### src/hdl/hpss_pkg.sv
`timescale 1ns / 1ps
// Shared types and constants for the heat plate stencil sweep.
// No dependencies; every other file imports this package.
package hpss_pkg;

   localparam int ROW_W  = 13;
   localparam int COL_W  = 13;
   localparam int SIZE_W = 14;
   localparam int VAL_W  = 16;
   localparam int IDX_W  = 3;

   localparam int MAX_SIZE = 8192;
   localparam int MIN_SIZE = 3;

   localparam logic [SIZE_W-1:0] RST_ROWS       = 14'd8192;
   localparam logic [SIZE_W-1:0] RST_COLS       = 14'd5768;
   localparam logic [ROW_W-1:0]  RST_POINT_ROW  = 13'd200;
   localparam logic [COL_W-1:0]  RST_POINT_COL  = 13'd500;
   localparam logic [ROW_W-1:0]  RST_FIXED_ROW  = 13'd400;
   localparam logic [SIZE_W-1:0] RST_SPAN_BEGIN = 14'd0;
   localparam logic [SIZE_W-1:0] RST_SPAN_END   = 14'd330;
   localparam logic [VAL_W-1:0]  RST_HOT_VALUE  = 16'd25600;

   typedef enum logic [IDX_W-1:0] {
      REG_ROWS,
      REG_COLS,
      REG_POINT_ROW,
      REG_POINT_COL,
      REG_FIXED_ROW,
      REG_SPAN_BEGIN,
      REG_SPAN_END,
      REG_HOT_VALUE
   } reg_idx_type;

   // Clamped sizes and hot-cell settings
   typedef struct packed {
      logic [SIZE_W-1:0] rows;
      logic [SIZE_W-1:0] cols;
      logic [ROW_W-1:0]  point_row;
      logic [COL_W-1:0]  point_col;
      logic [ROW_W-1:0]  fixed_row;
      logic [SIZE_W-1:0] span_begin;
      logic [SIZE_W-1:0] span_end;
      logic [VAL_W-1:0]  hot_value;
   } cfg_type;

   // Position and flags of a request between read issue and write back
   typedef struct packed {
      logic [ROW_W-1:0] row;
      logic [COL_W-1:0] col;
      logic             first_row;
      logic             right_ok;
      logic             last_row;
      logic             last_col;
      logic             clear_pre;
      logic             clear_post;
   } stage_type;

   typedef struct packed {
      logic [VAL_W-1:0] new_value;
      logic [ROW_W-1:0] out_row;
      logic [COL_W-1:0] out_col;
      logic             last_of_frame;
      logic [VAL_W-1:0] max_residual;
   } res_type;

   typedef struct packed {
      logic    go;
      logic    valid0;
      res_type res0;
      logic    valid1;
      res_type res1;
   } push_type;

endpackage

### src/hdl/hpss_csr_if.sv
`timescale 1ns / 1ps
// Configuration write channel: register index and write data.
// Depends on hpss_pkg.
interface hpss_csr_if
   import hpss_pkg::*;
();
   logic             valid;
   logic             ready;
   logic [IDX_W-1:0] index;
   logic [VAL_W-1:0] data;

   modport source (output valid, output index, output data, input ready);
   modport sink (input valid, input index, input data, output ready);
endinterface

### src/hdl/hpss_regs.sv
`timescale 1ns / 1ps
// Configuration registers with size clamping.
// Depends on hpss_pkg and hpss_csr_if.
module hpss_regs
   import hpss_pkg::*;
#(
   parameter int MAX_COLS = 8192
)(
   input  logic          clock,
   input  logic          reset,
   hpss_csr_if.sink      csr_if,
   output cfg_type       cfg
);

   localparam int COL_LIM = (MAX_COLS < MAX_SIZE) ? MAX_COLS : MAX_SIZE;
   localparam logic [SIZE_W-1:0] COL_MAX = SIZE_W'(COL_LIM);
   localparam logic [SIZE_W-1:0] ROW_MAX = SIZE_W'(MAX_SIZE);
   localparam logic [SIZE_W-1:0] SIZE_MIN = SIZE_W'(MIN_SIZE);

   logic [SIZE_W-1:0] rows_ff, cols_ff, span_begin_ff, span_end_ff;
   logic [ROW_W-1:0]  point_row_ff, fixed_row_ff;
   logic [COL_W-1:0]  point_col_ff;
   logic [VAL_W-1:0]  hot_value_ff;
   logic              wr_en;

   assign csr_if.ready = !reset;
   assign wr_en        = csr_if.valid && csr_if.ready;

   always_ff @(posedge clock) begin
      if (reset) begin
         rows_ff       <= RST_ROWS;
         cols_ff       <= RST_COLS;
         point_row_ff  <= RST_POINT_ROW;
         point_col_ff  <= RST_POINT_COL;
         fixed_row_ff  <= RST_FIXED_ROW;
         span_begin_ff <= RST_SPAN_BEGIN;
         span_end_ff   <= RST_SPAN_END;
         hot_value_ff  <= RST_HOT_VALUE;
      end else if (wr_en) begin
         case (reg_idx_type'(csr_if.index))
            REG_ROWS:       rows_ff       <= csr_if.data[SIZE_W-1:0];
            REG_COLS:       cols_ff       <= csr_if.data[SIZE_W-1:0];
            REG_POINT_ROW:  point_row_ff  <= csr_if.data[ROW_W-1:0];
            REG_POINT_COL:  point_col_ff  <= csr_if.data[COL_W-1:0];
            REG_FIXED_ROW:  fixed_row_ff  <= csr_if.data[ROW_W-1:0];
            REG_SPAN_BEGIN: span_begin_ff <= csr_if.data[SIZE_W-1:0];
            REG_SPAN_END:   span_end_ff   <= csr_if.data[SIZE_W-1:0];
            REG_HOT_VALUE:  hot_value_ff  <= csr_if.data;
            default: ;
         endcase
      end
   end

   always_comb begin
      cfg.rows = (rows_ff < SIZE_MIN) ? SIZE_MIN : (rows_ff > ROW_MAX) ? ROW_MAX : rows_ff;
      cfg.cols = (cols_ff < SIZE_MIN) ? SIZE_MIN : (cols_ff > COL_MAX) ? COL_MAX : cols_ff;
      cfg.point_row  = point_row_ff;
      cfg.point_col  = point_col_ff;
      cfg.fixed_row  = fixed_row_ff;
      cfg.span_begin = span_begin_ff;
      cfg.span_end   = span_end_ff;
      cfg.hot_value  = hot_value_ff;
   end

endmodule

### src/flat_wrapper.sv
// flat-port wrapper written by rule: the top's interface ports become plain ports
module hpss_regs_flat import hpss_pkg::*;
#(
   parameter int MAX_COLS = 8192
)
  (clock, reset, cfg, csr_if_valid, csr_if_index, csr_if_data, csr_if_ready);
  hpss_csr_if csr_if_i ();
  input  logic clock;
  input  logic reset;
  output cfg_type cfg;
  input wire logic [$bits(csr_if_i.valid)-1:0] csr_if_valid;
  input wire logic [$bits(csr_if_i.index)-1:0] csr_if_index;
  input wire logic [$bits(csr_if_i.data)-1:0] csr_if_data;
  output wire logic [$bits(csr_if_i.ready)-1:0] csr_if_ready;
  assign csr_if_i.valid = csr_if_valid;
  assign csr_if_i.index = csr_if_index;
  assign csr_if_i.data = csr_if_data;
  assign csr_if_ready = csr_if_i.ready;
  hpss_regs #(.MAX_COLS(MAX_COLS)) u_core (.clock(clock), .reset(reset), .csr_if(csr_if_i), .cfg(cfg));
endmodule
### config.mk
export PLATFORM = sky130hd
export DESIGN_NAME = hpss_regs_flat
export DESIGN_NICKNAME = d
export VERILOG_FILES = /design/src/hdl/hpss_pkg.sv /design/src/hdl/hpss_csr_if.sv /design/src/hdl/hpss_regs.sv /design/src/flat_wrapper.sv
export SDC_FILE = /design/constraint.sdc
export NUM_CORES = 1
export LEC_CHECK = 0
export BUFFER_PORTS_ARGS = -buffer_cell sky130_fd_sc_hd__buf_2
export CAP_MARGIN = 20
export CORE_AREA = 2 2 109 111
export DETAILED_ROUTE_END_ITERATION = 7
export DIE_AREA = 0 0 111 113
export MAX_ROUTING_LAYER = met4
export SYNTH_ARGS = -nofsm -noshare
export SYNTH_HDL_FRONTEND = slang
export SYNTH_SLANG_ARGS = --single-unit
### constraint.sdc
create_clock -name clock -period 1.85 [get_ports clock]
set_input_delay 0.37 -clock clock [delete_from_list [all_inputs] [get_ports clock]]
set_output_delay 0.37 -clock clock [all_outputs]
set_load 0.01 [all_outputs]
# [After elaboration in Yosys (flattened, before gate mapping)]
# Cells that the tools add are included.
[op_classes] muxes=4 n_lt_le_gt_ge=4 reduce_logical=11 eq_ne=7
[op_table] operator="two-way mux 14 bit" count=4
[op_table] operator="> comparator 14 bit (second input constant)" count=2
[op_table] operator="less-than comparator 14 x 2 -> 1 bit (second input constant)" count=2
[op_table] operator="AND reduction 2 bit" count=8
[op_table] operator="equality test 3 bit (second input constant)" count=4
[op_table] operator="equality test 3 x 2 -> 1 bit (second input constant)" count=2
[op_table] operator="equality test 3 x 1 -> 1 bit (second input constant)" count=1
[op_table] operator="zero test 3 bit" count=1
[op_table] operator="logical AND 1 bit" count=1
[op_table] operator="zero test 1 bit" count=1
[totals] in_bits=22 ff_bits=111 output_inout_bits=112 elab_cells=34

# [Longest topological paths before layout]
[depth] ltp_word=3 mapped_depth=7 depth_no_buf=4

# [Least setup slack after synthesis]
# No wires, ideal clock.
[synth_timing] path_kind="register -> output" startpoint="register u_core.rows_ff[2]" endpoint="output port cfg[100] (netlist name)" setup_slack_ps=198 path_buffers=0 required_ps=1480 path_stages_with_launch=5 t_arrival_ps=1282 cell_sequence="dfxtp_1 > nor4_1 > nand4_1 > o31ai_1 > and2_1"
[synth_rtl] item="start, declared" line_no="hpss_regs.sv:20" text="logic [SIZE_W-1:0] rows_ff, cols_ff, span_begin_ff, span_end_ff;"
[synth_rtl] item="start signal, assigned" line_no="hpss_regs.sv:41" text="REG_ROWS: rows_ff <= csr_if.data[SIZE_W-1:0];"
[synth_rtl] item="end, declared" line_no="flat_wrapper.sv:10" text="output cfg_type cfg;"

==> results_dict.tcl <==
set metrics [dict create \
    status "finished, violations left" \
    violations "setup timing" \
    clockBufferDepth 2 \
    synth_edf_count 0 \
    synth_seq_cells 111 \
    synthTopCellsByCount "nand2_1, dfxtp_1, a21oi_1" \
    grt_pass1_wl_mm 20.4 \
    wl_per_cell_um 16.2 \
    worstPathArrival_ps 1800 \
    fin_cells 806 \
    n_fill_cell 1113 \
    synthToLayoutAreaGrowth_pct 29.3 \
    drt_first_pass_iters 4 \
    antenna_found_initial 0 \
    die_height_um 113 \
    ys_types 29 \
    hold_viol 0 \
    pin_count 134 \
    hp-class "in -> reg" \
    fin_total_pwr_mw 4.99 \
    endpoint_kind "primary output" \
    drc 0 \
    clk_latency_ps 340 \
    rsz0062_at_grt "true" \
    grt_max_degree 44 \
    yosysMostFrequentCell "nand2_1" \
    p_leak_nw 2.44 \
    worst_pin_slew_ps 499 \
    slew_headroom 0.667 \
    yosysSeqAreaShare 0.522 \
    cts_tree "built" \
    min_from "csr_if_data[14]" \
    fin_ws_ps -315 \
    synth_top_cell_by_area "dfxtp_1" \
    maxCapViolCount 0 \
    synthArstFlopShare 0 \
    critical_path.cell_chain "nor4_2 -> nand4_1 -> o31ai_2 -> buf_4 -> and2_1 -> buf_2" \
    htreeDepth 3 \
    nets 680 \
    ctsHoldBuffers 0 \
    start_util 0.378 \
    required_ps 1480 \
    finalMaxSlewViolations 0 \
    syn_area_sq_um 4260 \
    num_vias 3972 \
    finalCriticalPeriod_ps 2170 \
    clock_skew_ps 0 \
    clock_sinks 111 \
    yosys.area.top_type_share 0.522 \
    dp_hpwl_mm 8.65 \
    critPathTopFamily "simple AND/OR/NAND/NOR gates" \
    crit_start "u_core.rows_ff[2]" \
    grt_pass1_vias 3682 \
    clockRootBuffer "clkbuf_16" \
    crit_buf_inv 2 \
    finalCritPeriodShare 1.17 \
    peakVddDrop_uv 525 \
    slowest_delay_ps 330 \
    netlist_instances 542 \
    p_per_area_nw_per_um2 907 \
    clk_pin_slew_ps 70 \
    antenna_left 0 \
    cp_slowest_cell "dfxtp_2" \
    drive_gt1_frac 0.297 \
    finalSetupViolations 16 \
    ys.flop_type "dfxtp_1" \
    drt-total-wl_mm 13.1 \
    via_per_inst 4.93 \
    grt_usage 0.215 \
    num_rows 39 \
    syn_nets 564 \
    antenna_cells 0 \
    die_w_um 111 \
    worstReg2RegStart "u_core.rows_ff[2]" \
    critPathKind "reg -> out" \
    dieArea_sq_um 12500 \
    core_sq_um 11300 \
    syn_avg_cell_area_sq_um 7.86 \
    yosysWarnings 0 \
    dp.cells 788 \
    cts_buffers 9 \
    gp_congestion 0.782 \
    holdWs_ps 236 \
    grt-ovfl-total 0 \
    drtIter0Drc 269 \
    critPathLaunchType "register" \
    fin_setup_tns_ps -3190 \
    critPathMaxFanout 6 \
    port_buffers 133 \
    synth_area_leaders "dfxtp_1, nand2_1, a21oi_1" \
    fmax_mhz 462 \
]
final timing paths:
path	to	slack, ps	depth (start not counted)
worst min-delay path	u_core.hot_value_ff[14]	240	3
worst max register to register	u_core.rows_ff[2]	1020	4
worst max-delay path	cfg[102]	-320	6
worst min register to register	u_core.span_begin_ff[3]	460	2
repair_timing:
action                                  CTS  global route
buffers inserted                          6             1
pin swaps                                12             3
endpoints found under the setup margin   16            16
resized for setup                        13            18
worst reg2reg max path, stage by stage (launching register included):
cell and delay, ps:
dfxtp_2 330, buf_4 120, buf_4 130, nand2_1 50, a21oi_1 70
report_power, final:
part           internal (mW)  total (mW)  switching, mW
logic                  0.108       0.327          0.219
clock network           1.36        2.22          0.864
registers               2.42        2.45         0.0220
per-layer routing:
layer,part of all wire,up-vias,GRT usage
li1,-,1961,-
met1,0.44,1865,0.284
met2,0.48,132,0.340
met3,0.067,14,0.0396
met4,0.014,0,0.0617
met5,0,-,-
logic make-up after synthesis:
kind of cell           synth area share
AOI/OAI and AO/OA                0.0975
buffers and inverters            0.0590
DFF                               0.522
muxes                            0.0305
and+or+nand+nor                   0.291
layout make-up:
| cell class | instances | area [sq um] | share of cell area |
|---|---|---|---|
| clock inverters | 6 | 108 | 0.0195 |
| well taps | 143 | 179 | 0.0325 |
| multi-input cells | 377 | 1860 | 0.337 |
| clock buffers | 10 | 239 | 0.0434 |
| inverters | 5 | 18.8 | 0.00341 |
| repair buffers | 154 | 880 | 0.160 |
| flip-flops and latches | 111 | 2230 | 0.404 |
placed cells by master (no fill, tap or decap), types with 2 or more instances in the layout:
| master | netlist | final |
|---|---|---|
| buf_2 | 21 | 124 |
| and2_1 | 12 | 3 |
| nand2_1 | 201 | 201 |
| dfxtp_2 | 0 | 4 |
| nor2b_1 | 11 | 11 |
| nor2_1 | 16 | 16 |
| mux2i_1 | 13 | 13 |
| buf_4 | 2 | 21 |
| or3b_1 | 2 | 2 |
| dfxtp_1 | 111 | 107 |
| a21oi_2 | 0 | 4 |
| buf_6 | 2 | 9 |
| bufinv_16 | 0 | 3 |
| nand4_1 | 2 | 2 |
| clkinv_2 | 0 | 2 |
| and2_4 | 0 | 9 |
| nor3b_2 | 2 | 2 |
| clkbuf_16 | 0 | 9 |
| nor3_1 | 3 | 3 |
| nand3_1 | 23 | 23 |
| a21oi_1 | 80 | 76 |
| inv_1 | 4 | 4 |
| o31ai_2 | 0 | 2 |
sequential cells by signal, indices dropped and copies added, names as in the netlist:
signal,flops
u_core.cols_ff,14
u_core.fixed_row_ff,13
u_core.hot_value_ff,16
u_core.point_col_ff,13
u_core.point_row_ff,13
u_core.rows_ff,14
u_core.span_begin_ff,14
u_core.span_end_ff,14
through the flow:
step                area (sq um)  setup slack [ps]  utilization
global route                5510              -423        0.489
floorplan                   4260               198            -
finish                      5510              -315        0.489
global placement            5010               152        0.445
detailed placement          5010              78.3        0.445
CTS                         5420              -245        0.481
No activity file was read; power rests on OpenSTA's default activity.
