<file path="config.mk">
export PLATFORM = sky130hd
export DESIGN_NAME = hpss_out_buf_flat
export DESIGN_NICKNAME = d
export VERILOG_FILES = /design/src/hdl/hpss_pkg.sv /design/src/hdl/hpss_rsp_if.sv /design/src/hdl/hpss_out_buf.sv /design/src/flat_wrapper.sv
export SDC_FILE = /design/constraint.sdc
export NUM_CORES = 1
export LEC_CHECK = 0
export BUFFER_PORTS_ARGS = -buffer_cell sky130_fd_sc_hd__buf_2
export CAP_MARGIN = 10
export CORE_AREA = 2 2 131 133
export CTS_CLUSTER_SIZE = 20
export DETAILED_ROUTE_END_ITERATION = 16
export DIE_AREA = 0 0 133 135
export SYNTH_ARGS = -nofsm -noshare
export SYNTH_HDL_FRONTEND = slang
export SYNTH_SLANG_ARGS = --single-unit
export TNS_END_PERCENT = 100
</file>
<file path="constraint.sdc">
create_clock -name clock -period 10.8 [get_ports clock]
set_input_delay 2.7 -clock clock [delete_from_list [all_inputs] [get_ports clock]]
set_output_delay 2.7 -clock clock [all_outputs]
set_load 0.1 [all_outputs]
</file>
<file path="src/hdl/hpss_pkg.sv">
`timescale 1ns / 1ps
// Shared types and constants for the heat plate stencil sweep.
// No dependencies; every other file imports this package.
package hpss_pkg;

   localparam int ROW_W  = 13;
   localparam int COL_W  = 13;
   localparam int SIZE_W = 14;
   localparam int VAL_W  = 16;
   localparam int IDX_W  = 3;

   localparam int MAX_SIZE = 8192;
   localparam int MIN_SIZE = 3;

   localparam logic [SIZE_W-1:0] RST_ROWS       = 14'd8192;
   localparam logic [SIZE_W-1:0] RST_COLS       = 14'd5768;
   localparam logic [ROW_W-1:0]  RST_POINT_ROW  = 13'd200;
   localparam logic [COL_W-1:0]  RST_POINT_COL  = 13'd500;
   localparam logic [ROW_W-1:0]  RST_FIXED_ROW  = 13'd400;
   localparam logic [SIZE_W-1:0] RST_SPAN_BEGIN = 14'd0;
   localparam logic [SIZE_W-1:0] RST_SPAN_END   = 14'd330;
   localparam logic [VAL_W-1:0]  RST_HOT_VALUE  = 16'd25600;

   typedef enum logic [IDX_W-1:0] {
      REG_ROWS,
      REG_COLS,
      REG_POINT_ROW,
      REG_POINT_COL,
      REG_FIXED_ROW,
      REG_SPAN_BEGIN,
      REG_SPAN_END,
      REG_HOT_VALUE
   } reg_idx_type;

   // Clamped sizes and hot-cell settings
   typedef struct packed {
      logic [SIZE_W-1:0] rows;
      logic [SIZE_W-1:0] cols;
      logic [ROW_W-1:0]  point_row;
      logic [COL_W-1:0]  point_col;
      logic [ROW_W-1:0]  fixed_row;
      logic [SIZE_W-1:0] span_begin;
      logic [SIZE_W-1:0] span_end;
      logic [VAL_W-1:0]  hot_value;
   } cfg_type;

   // Position and flags of a request between read issue and write back
   typedef struct packed {
      logic [ROW_W-1:0] row;
      logic [COL_W-1:0] col;
      logic             first_row;
      logic             right_ok;
      logic             last_row;
      logic             last_col;
      logic             clear_pre;
      logic             clear_post;
   } stage_type;

   typedef struct packed {
      logic [VAL_W-1:0] new_value;
      logic [ROW_W-1:0] out_row;
      logic [COL_W-1:0] out_col;
      logic             last_of_frame;
      logic [VAL_W-1:0] max_residual;
   } res_type;

   typedef struct packed {
      logic    go;
      logic    valid0;
      res_type res0;
      logic    valid1;
      res_type res1;
   } push_type;

endpackage

</file>
<file path="src/hdl/hpss_rsp_if.sv">
`timescale 1ns / 1ps
// Response channel: one new cell temperature with its position.
// Depends on hpss_pkg.
interface hpss_rsp_if
   import hpss_pkg::*;
();
   logic             valid;
   logic             ready;
   logic [VAL_W-1:0] new_value;
   logic [ROW_W-1:0] out_row;
   logic [COL_W-1:0] out_col;
   logic             last_of_frame;
   logic [VAL_W-1:0] max_residual;

   modport source (output valid, output new_value, output out_row, output out_col,
                   output last_of_frame, output max_residual, input ready);
   modport sink (input valid, input new_value, input out_row, input out_col,
                 input last_of_frame, input max_residual, output ready);
endinterface

</file>
<file path="src/hdl/hpss_out_buf.sv">
`timescale 1ns / 1ps
// Two-entry response buffer; takes zero, one or two results per request.
// Depends on hpss_pkg and hpss_rsp_if.
module hpss_out_buf
   import hpss_pkg::*;
(
   input  logic        clock,
   input  logic        reset,
   input  push_type    push,
   output logic        buf_free,
   hpss_rsp_if.source  rsp_if
);

   logic [1:0] cnt_ff, cnt_in;
   res_type    q0_ff, q0_in, q1_ff, q1_in;
   logic       pop;

   always_comb begin
      pop      = (cnt_ff != 2'd0) && rsp_if.ready;
      buf_free = (cnt_ff == 2'd0) || ((cnt_ff == 2'd1) && rsp_if.ready);

      cnt_in = cnt_ff;
      q0_in  = q0_ff;
      q1_in  = q1_ff;
      if (push.go && (push.valid0 || push.valid1)) begin
         q0_in  = push.valid0 ? push.res0 : push.res1;
         q1_in  = push.res1;
         cnt_in = (push.valid0 && push.valid1) ? 2'd2 : 2'd1;
      end else if (pop) begin
         q0_in  = q1_ff;
         cnt_in = cnt_ff - 2'd1;
      end
   end

   always_ff @(posedge clock) begin
      if (reset) begin
         cnt_ff <= 2'd0;
      end else begin
         cnt_ff <= cnt_in;
      end
      q0_ff <= q0_in;
      q1_ff <= q1_in;
   end

   assign rsp_if.valid         = cnt_ff != 2'd0;
   assign rsp_if.new_value     = q0_ff.new_value;
   assign rsp_if.out_row       = q0_ff.out_row;
   assign rsp_if.out_col       = q0_ff.out_col;
   assign rsp_if.last_of_frame = q0_ff.last_of_frame;
   assign rsp_if.max_residual  = q0_ff.max_residual;

   a_pair_loads: assert property (@(posedge clock) disable iff (reset)
      (push.go && push.valid0 && push.valid1) |=> (cnt_ff == 2'd2))
      else $error("result pair not held in buffer");

   a_no_overrun: assert property (@(posedge clock) disable iff (reset)
      (push.go && (push.valid0 || push.valid1)) |-> buf_free)
      else $error("results pushed into a full buffer");

endmodule

</file>
<file path="src/flat_wrapper.sv">
// flat-port wrapper written by rule: the top's interface ports become plain ports
module hpss_out_buf_flat import hpss_pkg::*;
  (clock, reset, push, buf_free, rsp_if_valid, rsp_if_new_value, rsp_if_out_row, rsp_if_out_col, rsp_if_last_of_frame, rsp_if_max_residual, rsp_if_ready);
  hpss_rsp_if rsp_if_i ();
  input  logic clock;
  input  logic reset;
  input  push_type push;
  output logic buf_free;
  output wire logic [$bits(rsp_if_i.valid)-1:0] rsp_if_valid;
  output wire logic [$bits(rsp_if_i.new_value)-1:0] rsp_if_new_value;
  output wire logic [$bits(rsp_if_i.out_row)-1:0] rsp_if_out_row;
  output wire logic [$bits(rsp_if_i.out_col)-1:0] rsp_if_out_col;
  output wire logic [$bits(rsp_if_i.last_of_frame)-1:0] rsp_if_last_of_frame;
  output wire logic [$bits(rsp_if_i.max_residual)-1:0] rsp_if_max_residual;
  input wire logic [$bits(rsp_if_i.ready)-1:0] rsp_if_ready;
  assign rsp_if_valid = rsp_if_i.valid;
  assign rsp_if_new_value = rsp_if_i.new_value;
  assign rsp_if_out_row = rsp_if_i.out_row;
  assign rsp_if_out_col = rsp_if_i.out_col;
  assign rsp_if_last_of_frame = rsp_if_i.last_of_frame;
  assign rsp_if_max_residual = rsp_if_i.max_residual;
  assign rsp_if_i.ready = rsp_if_ready;
  hpss_out_buf u_core (.clock(clock), .reset(reset), .push(push), .buf_free(buf_free), .rsp_if(rsp_if_i));
endmodule
</file>
Word level (Yosys, flattened, before mapping). Cells that the tools add are included.

Reduce and logical (&&, ||, !) cells: 9. Add/subtract/negate cells: 1. Mux-type cells: 6. Equality and inequality tests: 1.

Operators by type and width (number): $mux W59 (3); $mux W2 (3); $logic_and A1 B1 Y1 (4); $reduce_bool A2 Y1 (2); $eq A2 B1 Y1 const B (1); $logic_not A2 Y1 (1); $logic_or A1 B1 Y1 (2); $sub A2 B1 Y2 const B (1).

Output and inout bits: 61. Bits in registers: 120. Logic and storage cells: 28. Input bits: 124.

Depth between registers and ports, before layout. Gate-level depths: netlist (run 1).

Word-level depth: 4. Mapped depth: 7. Depth with buffers taken out: 5.

Least setup slack after synthesis (run 1). Ideal clock, no wire load.

Path type: input port to output port. Start: in rsp_if_ready. End: out buf_free. Stages: 2. Slack: 4.720 ns. Arrival: 3.380 ns. Path buffers: 0. Cells stage by stage: nand2_1 > nand2_1.

Longest elaborated chain between the ends: 2.

RTL lines: from (decl) (line flat_wrapper.sv:15) `input wire logic [$bits(rsp_if_i.ready)-1:0] rsp_if_ready;`; $logic_and A1 B1 Y1 (line hpss_out_buf.sv:20) `buf_free = (cnt_ff == 2'd0) || ((cnt_ff == 2'd1) && rsp_if.ready);`; $logic_or A1 B1 Y1 (line hpss_out_buf.sv:20); to (decl) (line flat_wrapper.sv:8) `output logic buf_free;`.

No other way between the ends.

Worst setup path in the final report (run 1). Ends and elaborated chain as after synthesis.

==> results of run 1 <==
final cells by class:
class                   count  area [µm²]  share of cell area, %
multi-input cells         189        1210                   18.3
well taps                 220         275                   4.17
clock inverters            11         131                   1.99
flip-flops and latches    120        3580                   54.2
repair buffers            188         953                   14.4
inverters                   5        18.8                  0.284
clock buffers              20         437                   6.61
state kept, by name (all words and copies together) (netlist names):
register                     cells
u_core.rsp_if.out_row           13
u_core.rsp_if.new_value         16
u_core.cnt_ff                    2
u_core.rsp_if.max_residual      16
u_core.rsp_if.out_col           13
u_core.rsp_if.last_of_frame      1
u_core.q1_ff                    59
worst max path at each step:
stage / endpoint / depth (start not counted)
after global placement: buf_free / 4
after CTS: buf_free / 4
after global routing: buf_free / 4
after detailed placement: buf_free / 4
after floorplan: buf_free / 2
final: buf_free / 4
cell usage in the layout (no fill, tap or decap), drive strengths merged:
master,n
a211oi,1
a21oi,1
and3,1
buf,188
bufinv,3
clkbuf,20
clkinv,7
clkinvlp,1
dfxtp,2
edfxtp,118
ha,2
inv,5
mux2i,59
nand2,61
nor2b,1
o21ai,60
o221a,1
or2,1
xnor2,1
per-layer routing:
layer	global-route usage (%)	vias to the layer above	part of all wire, %
met5	0	-	0
met3	4.28	20	7.3
met1	16.2	1469	45
met2	19.9	133	46
li1	-	1612	-
met4	5.79	0	2.1
stage by stage:
step | instances | power [µW] | hold WS (ns)
4_1_cts | 753 | 1480 | 0.521
5_1_grt | 753 | 1520 | 0.541
6_report | 753 | 1460 | 0.523
2_1_floorplan | 334 | 853 | 0.496
3_5_place_dp | 722 | 922 | 0.508
3_3_place_gp | 722 | 917 | 0.501
power by group:
group | switching, µW | internal, µW | leakage (µW)
clock | 193 | 358 | 0.000281
sequential | 12.6 | 573 | 0.00117
combinational | 269 | 56.0 | 0.00139
total | 474 | 986 | 0.00284
worst reg2reg max path: cells and delay by family (launching register included):
| family | cells | cell delay [ns] |
|---|---|---|
| AND/OR/NAND/NOR | 2 | 0.83 |
| adder cells (fa/ha/maj) | 1 | 0.21 |
| buffers and inverters | 2 | 0.63 |
| flip-flops | 1 | 0.37 |
cells by family (layout without fill, tap and decap cells):
kind of cell             after synthesis  count (layout)
multiplexers                          59              59
AO/OA/AOI/OAI                         63              63
adder cells (fa/ha/maj)                2               2
AND/OR/NAND/NOR                       64              64
buffers and inverters                 25             224
XOR/XNOR                               1               1
flip-flops                           120             120
==> flow_summary.yaml, run 1 <==
sta:
  slew_headroom_pct: 32.5
  rsz0062_at_grt: "no"
  max_freq_ghz: 0.166
  fin_crit_sh_pct: 55.7
  setup_viol: 0
  worstMarginPinSlew_ns: 1.01
  finalHoldViolCount: 0
  tns_ns: 0
  slew_violations: 0
  skew_ns: 0.00440
  layout_min_cycle_time_ns: 6.02
  fin_ws_ns: 4.78
cells_and_area:
  stdcell_area_um2: 6610
  area_delta_synth_final_pct: 34.8
  drive_gt1_share_pct: 40.9
  fin_nets: 647
  fin_util_pct: 40.3
  fill_cells: 1593
  n_antenna_cell: 0
setup_path:
  cp_data_required_time_ns: 8.10
  critPathKind: "primary input to output port"
  cp-startpoint: "rsp_if_ready"
  crit_chain: "buf_2 > nand2_1 > nand2_1 > buf_2"
  critPathMaxStageDelay_ns: 0.42
  cp-start-kind: "primary input"
  end_kind: "output port"
  worst-path-buf-inv: 2
  slowest_stage: "buf_2"
  arrival_ns: 3.32
  cp_top_family: "buffers and inverters"
  crit_fanout: 2
  regToRegSetupSlack_ns: 8.38
  crit-reg2reg-capture: "u_core.rsp_if.max_residual[5]"
  r2r_cells: 5
  r2r_start: "u_core.cnt_ff[0]"
global_routing:
  grt_overflow: 0
  grt_antenna_before_repair: 0
  track_usage_pct: 12.8
  grt_pass1_vias: 3432
  grt_first_pass_wirelength_mm: 17.7
  grt_start_max_net_pins: 120
synthesis:
  synthTopCellsByArea: "edfxtp_1 (72%), mux2i_1 (12%), o21ai_0 (5.9%)"
  yosys.area_share.adder_pct: 0.510
  syn_area_um2: 4900
  synth_warnings: 0
  synth_top_area_share_pct: 72.3
  synthXorXnorAreaFrac_pct: 0.179
  synth_top_family_by_area: "multiplexers"
  synth-seq-area-share_pct: 73.1
  syn_area_per_cell_um2: 14.7
  synth.distinct_cells: 20
  synth_simple_gate_area_share_pct: 5.05
  ys_seq_elements: 120
  synth.most_common_cell: "edfxtp_1"
  yosys.area.top_type: "edfxtp_1"
  synthTopCellsByCount: "edfxtp_1 (118), nand2_1 (61), mux2i_1 (59), o21ai_0 (58), buf_2 (14)"
  async_flop_share_pct: 0
  syn_nets: 460
  ys.flop_type: "edfxtp_1"
  synth_compound_area_share_pct: 6.69
  synth_edf_count: 118
  synth.area.mux_share_pct: 12.0
  postSynthCellCount: 334
routing:
  routed_wl_mm: 11.2
  wl_per_cell_um: 14.9
  drtAntennaViolNets: 0
  drc: 0
  drt-initial-drc-count: 142
  viasPerCell: 4.29
  vias: 3234
  first_pass_iters: 4
hold_path:
  hold_end: "u_core.rsp_if.out_col[8]"
  hold_start: "u_core.q1_ff[25]"
  hold_path_class: "flop to flop"
  hold_depth: 2
floorplan:
  initial_core_util_pct: 29.9
  core_um2: 16400
  ios: 185
  dieArea_um2: 18000
  rows: 47
  die-height_um: 135
  fp.dieW_um: 133
placed_design:
  portBuffers: 184
  dp_hpwl_mm: 7.38
  place_area_um2: 6040
  gp_congestion: 0.724
  dp_slack_ns: 4.78
cts:
  clock-root-buffer: "clkbuf_16"
  postCtsHoldBufs: 0
  cts.repair.resized: 0
  tritoncts: "built"
  cts_buffer_depth: 2
  numClockSinks: 120
  clk_latency_ns: 0.40
  cts_buffers: 17
  clk_pin_slew_ns: 0.05
  htreeDepth: 4
  cts_post_setup_buffers_inserted: 0
pwr:
  leakagePower_uw: 0.00284
  power.density_nw_per_um2: 221
  peakVddDrop_uv: 92.8
status:
  status: "finished clean"
flow_run:
  maxCapViolCount: 0
No activity file was read; power rests on OpenSTA's default activity.
==> inputs of run 2 (changes only) <==
==> constraint.sdc (replaced) <==
create_clock -name clock -period 5.85 [get_ports clock]
set_input_delay 1.4625 -clock clock [delete_from_list [all_inputs] [get_ports clock]]
set_output_delay 1.4625 -clock clock [all_outputs]
set_load 0.1 [all_outputs]
==> flow_summary.yaml, run 2 (synthesis gave the netlist of run 1 again) <==
placed_design:
  portBuffers: 184
  dp_hpwl_mm: 7.39
  gp_congestion: 0.736
global_routing:
  grt_start_max_net_pins: 120
  track_usage_pct: 12.7
  grt_first_pass_wirelength_mm: 17.3
  grt_antenna_before_repair: 1
  grt_pass1_vias: 3400
  grt_overflow: 0
setup_path:
  r2r_start: "u_core.cnt_ff[0]"
  path_depth: 4
  crit_fanout: 2
  r2r_cells: 5
  endpoint: "buf_free"
  arrival_ns: 2.08
  cp_data_required_time_ns: 4.39
  regToRegSetupSlack_ns: 3.43
  cp-start-kind: "primary input"
  critPathKind: "primary input to output port"
  cp_top_family: "buffers and inverters"
  critPathMaxStageDelay_ns: 0.42
  worst-path-buf-inv: 2
  crit_chain: "buf_2 > nand2_1 > nand2_1 > buf_2"
  slowest_stage: "buf_2"
  crit-reg2reg-capture: "u_core.rsp_if.last_of_frame"
  end_kind: "output port"
  cp-startpoint: "rsp_if_ready"
routing:
  vias: 3237
  first_pass_iters: 4
  drc: 0
  viasPerCell: 4.29
  drtAntennaViolNets: 0
  drt-initial-drc-count: 120
  routed_wl_mm: 11.0
  wl_per_cell_um: 14.6
cells_and_area:
  fin_nets: 647
  final_cell_mix: "buf_2 (183), edfxtp_1 (118), nand2_1 (61)"
  largest_register_ffs: 59
  drive_gt1_share_pct: 40.4
  area_delta_synth_final_pct: 35.8
  regMostFlops: "u_core.q1_ff"
  layout_commonest_cell: "buf_2"
  n_antenna_cell: 0
flow_run:
  maxCapViolCount: 0
pwr:
  seq_power_share_pct: 38.9
  peakVddDrop_uv: 190
  leakagePower_uw: 0.00286
  combPwrFrac_pct: 21.5
  p_int_uw: 1910
  power.share.switching_pct: 31.4
  power.density_nw_per_um2: 418
  p_switching_uw: 872
  power.share.clock_pct: 39.6
sta:
  slew_headroom_pct: 34.4
  tns_ns: 0
  worstMarginPinSlew_ns: 0.984
  slew_violations: 0
  setup_viol: 0
  rsz0062_at_grt: "no"
  holdWs_ns: 0.517
  fin_crit_sh_pct: 60.6
  max_freq_ghz: 0.282
  skew_ns: 0.00809
  finalHoldViolCount: 0
  layout_min_cycle_time_ns: 3.54
cts:
  numClockSinks: 120
  clock-root-buffer: "clkbuf_16"
  cts_post_setup_buffers_inserted: 0
  clk_latency_ns: 0.41
  tritoncts: "built"
  cts_buffer_depth: 2
  cts.repair.resized: 0
  htreeDepth: 4
  cts_buffers: 17
  clk_pin_slew_ns: 0.05
  postCtsHoldBufs: 0
floorplan:
  fp.dieW_um: 133
  initial_core_util_pct: 29.9
  core_um2: 16400
  ios: 185
  die-height_um: 135
  rows: 47
  dieArea_um2: 18000
hold_path:
  hold_path_class: "flop to flop"
status:
  status: "finished clean"
## run 2: cell types whose count changed in the layout (fill, tap and decap cells not counted)
cell,change
bufinv_16,+2
clkinv_1,+3
clkinv_2,-3
clkinvlp_4,-1
## run 2: stage by stage
stage | total power (µW) | instances | util (%) | setup slack, ns | instance area [µm²]
4_1_cts | 2820 | 754 | 40.6 | 2.31 | 6660
2_1_floorplan | 1580 | 334 | - | 1.50 | 4900
5_1_grt | 2890 | 754 | 40.6 | 2.28 | 6660
6_report | 2780 | 754 | 40.6 | 2.31 | 6660
3_5_place_dp | 1700 | 722 | 36.8 | 2.16 | 6040
3_3_place_gp | 1700 | 722 | 36.8 | 2.22 | 6040
## run 2: area by class of cell
class,instances,area (µm²)
fillers,1551,9750
flip-flops and latches,120,3580
multi-input cells,189,1210
repair buffers,188,953
clock buffers,20,437
well taps,220,275
clock inverters,12,180
inverters,5,18.8
## run 2: power groups by stage
stage | clock [µW] | sequential, µW | combinational, µW
floorplan | 0 | 1460 | 119
global placement | 0 | 1100 | 600
detailed placement | 0 | 1100 | 605
CTS | 1130 | 1080 | 605
global route | 1170 | 1090 | 630
finish | 1100 | 1080 | 598
## run 2: worst min-delay path: stages, from the launching register on
cell      delay, ns
edfxtp_1       0.32
nand2_1        0.04
o21ai_0        0.06
## run 2: worst min-delay path by stage
stage               cells past startpoint        startpoint  slack (ns)                             to
CTS                                     2  u_core.q1_ff[55]        0.52    u_core.rsp_if.new_value[12]
global route                            2   u_core.q1_ff[1]        0.55  u_core.rsp_if.max_residual[1]
floorplan                               2  u_core.q1_ff[16]        0.50    u_core.rsp_if.last_of_frame
global placement                        2  u_core.q1_ff[55]        0.50    u_core.rsp_if.new_value[12]
finish                                  2   u_core.q1_ff[1]        0.52  u_core.rsp_if.max_residual[1]
detailed placement                      2  u_core.q1_ff[55]        0.51    u_core.rsp_if.new_value[12]
## run 2: per-layer routing
layer | share of wire, % | wire, µm | track usage (%)
met2 | 47 | 5200 | 19.9
met1 | 45 | 4910 | 16.0
met4 | 1.3 | 139 | 4.36
met3 | 6.6 | 728 | 5.29
met5 | 0.15 | 16 | 0
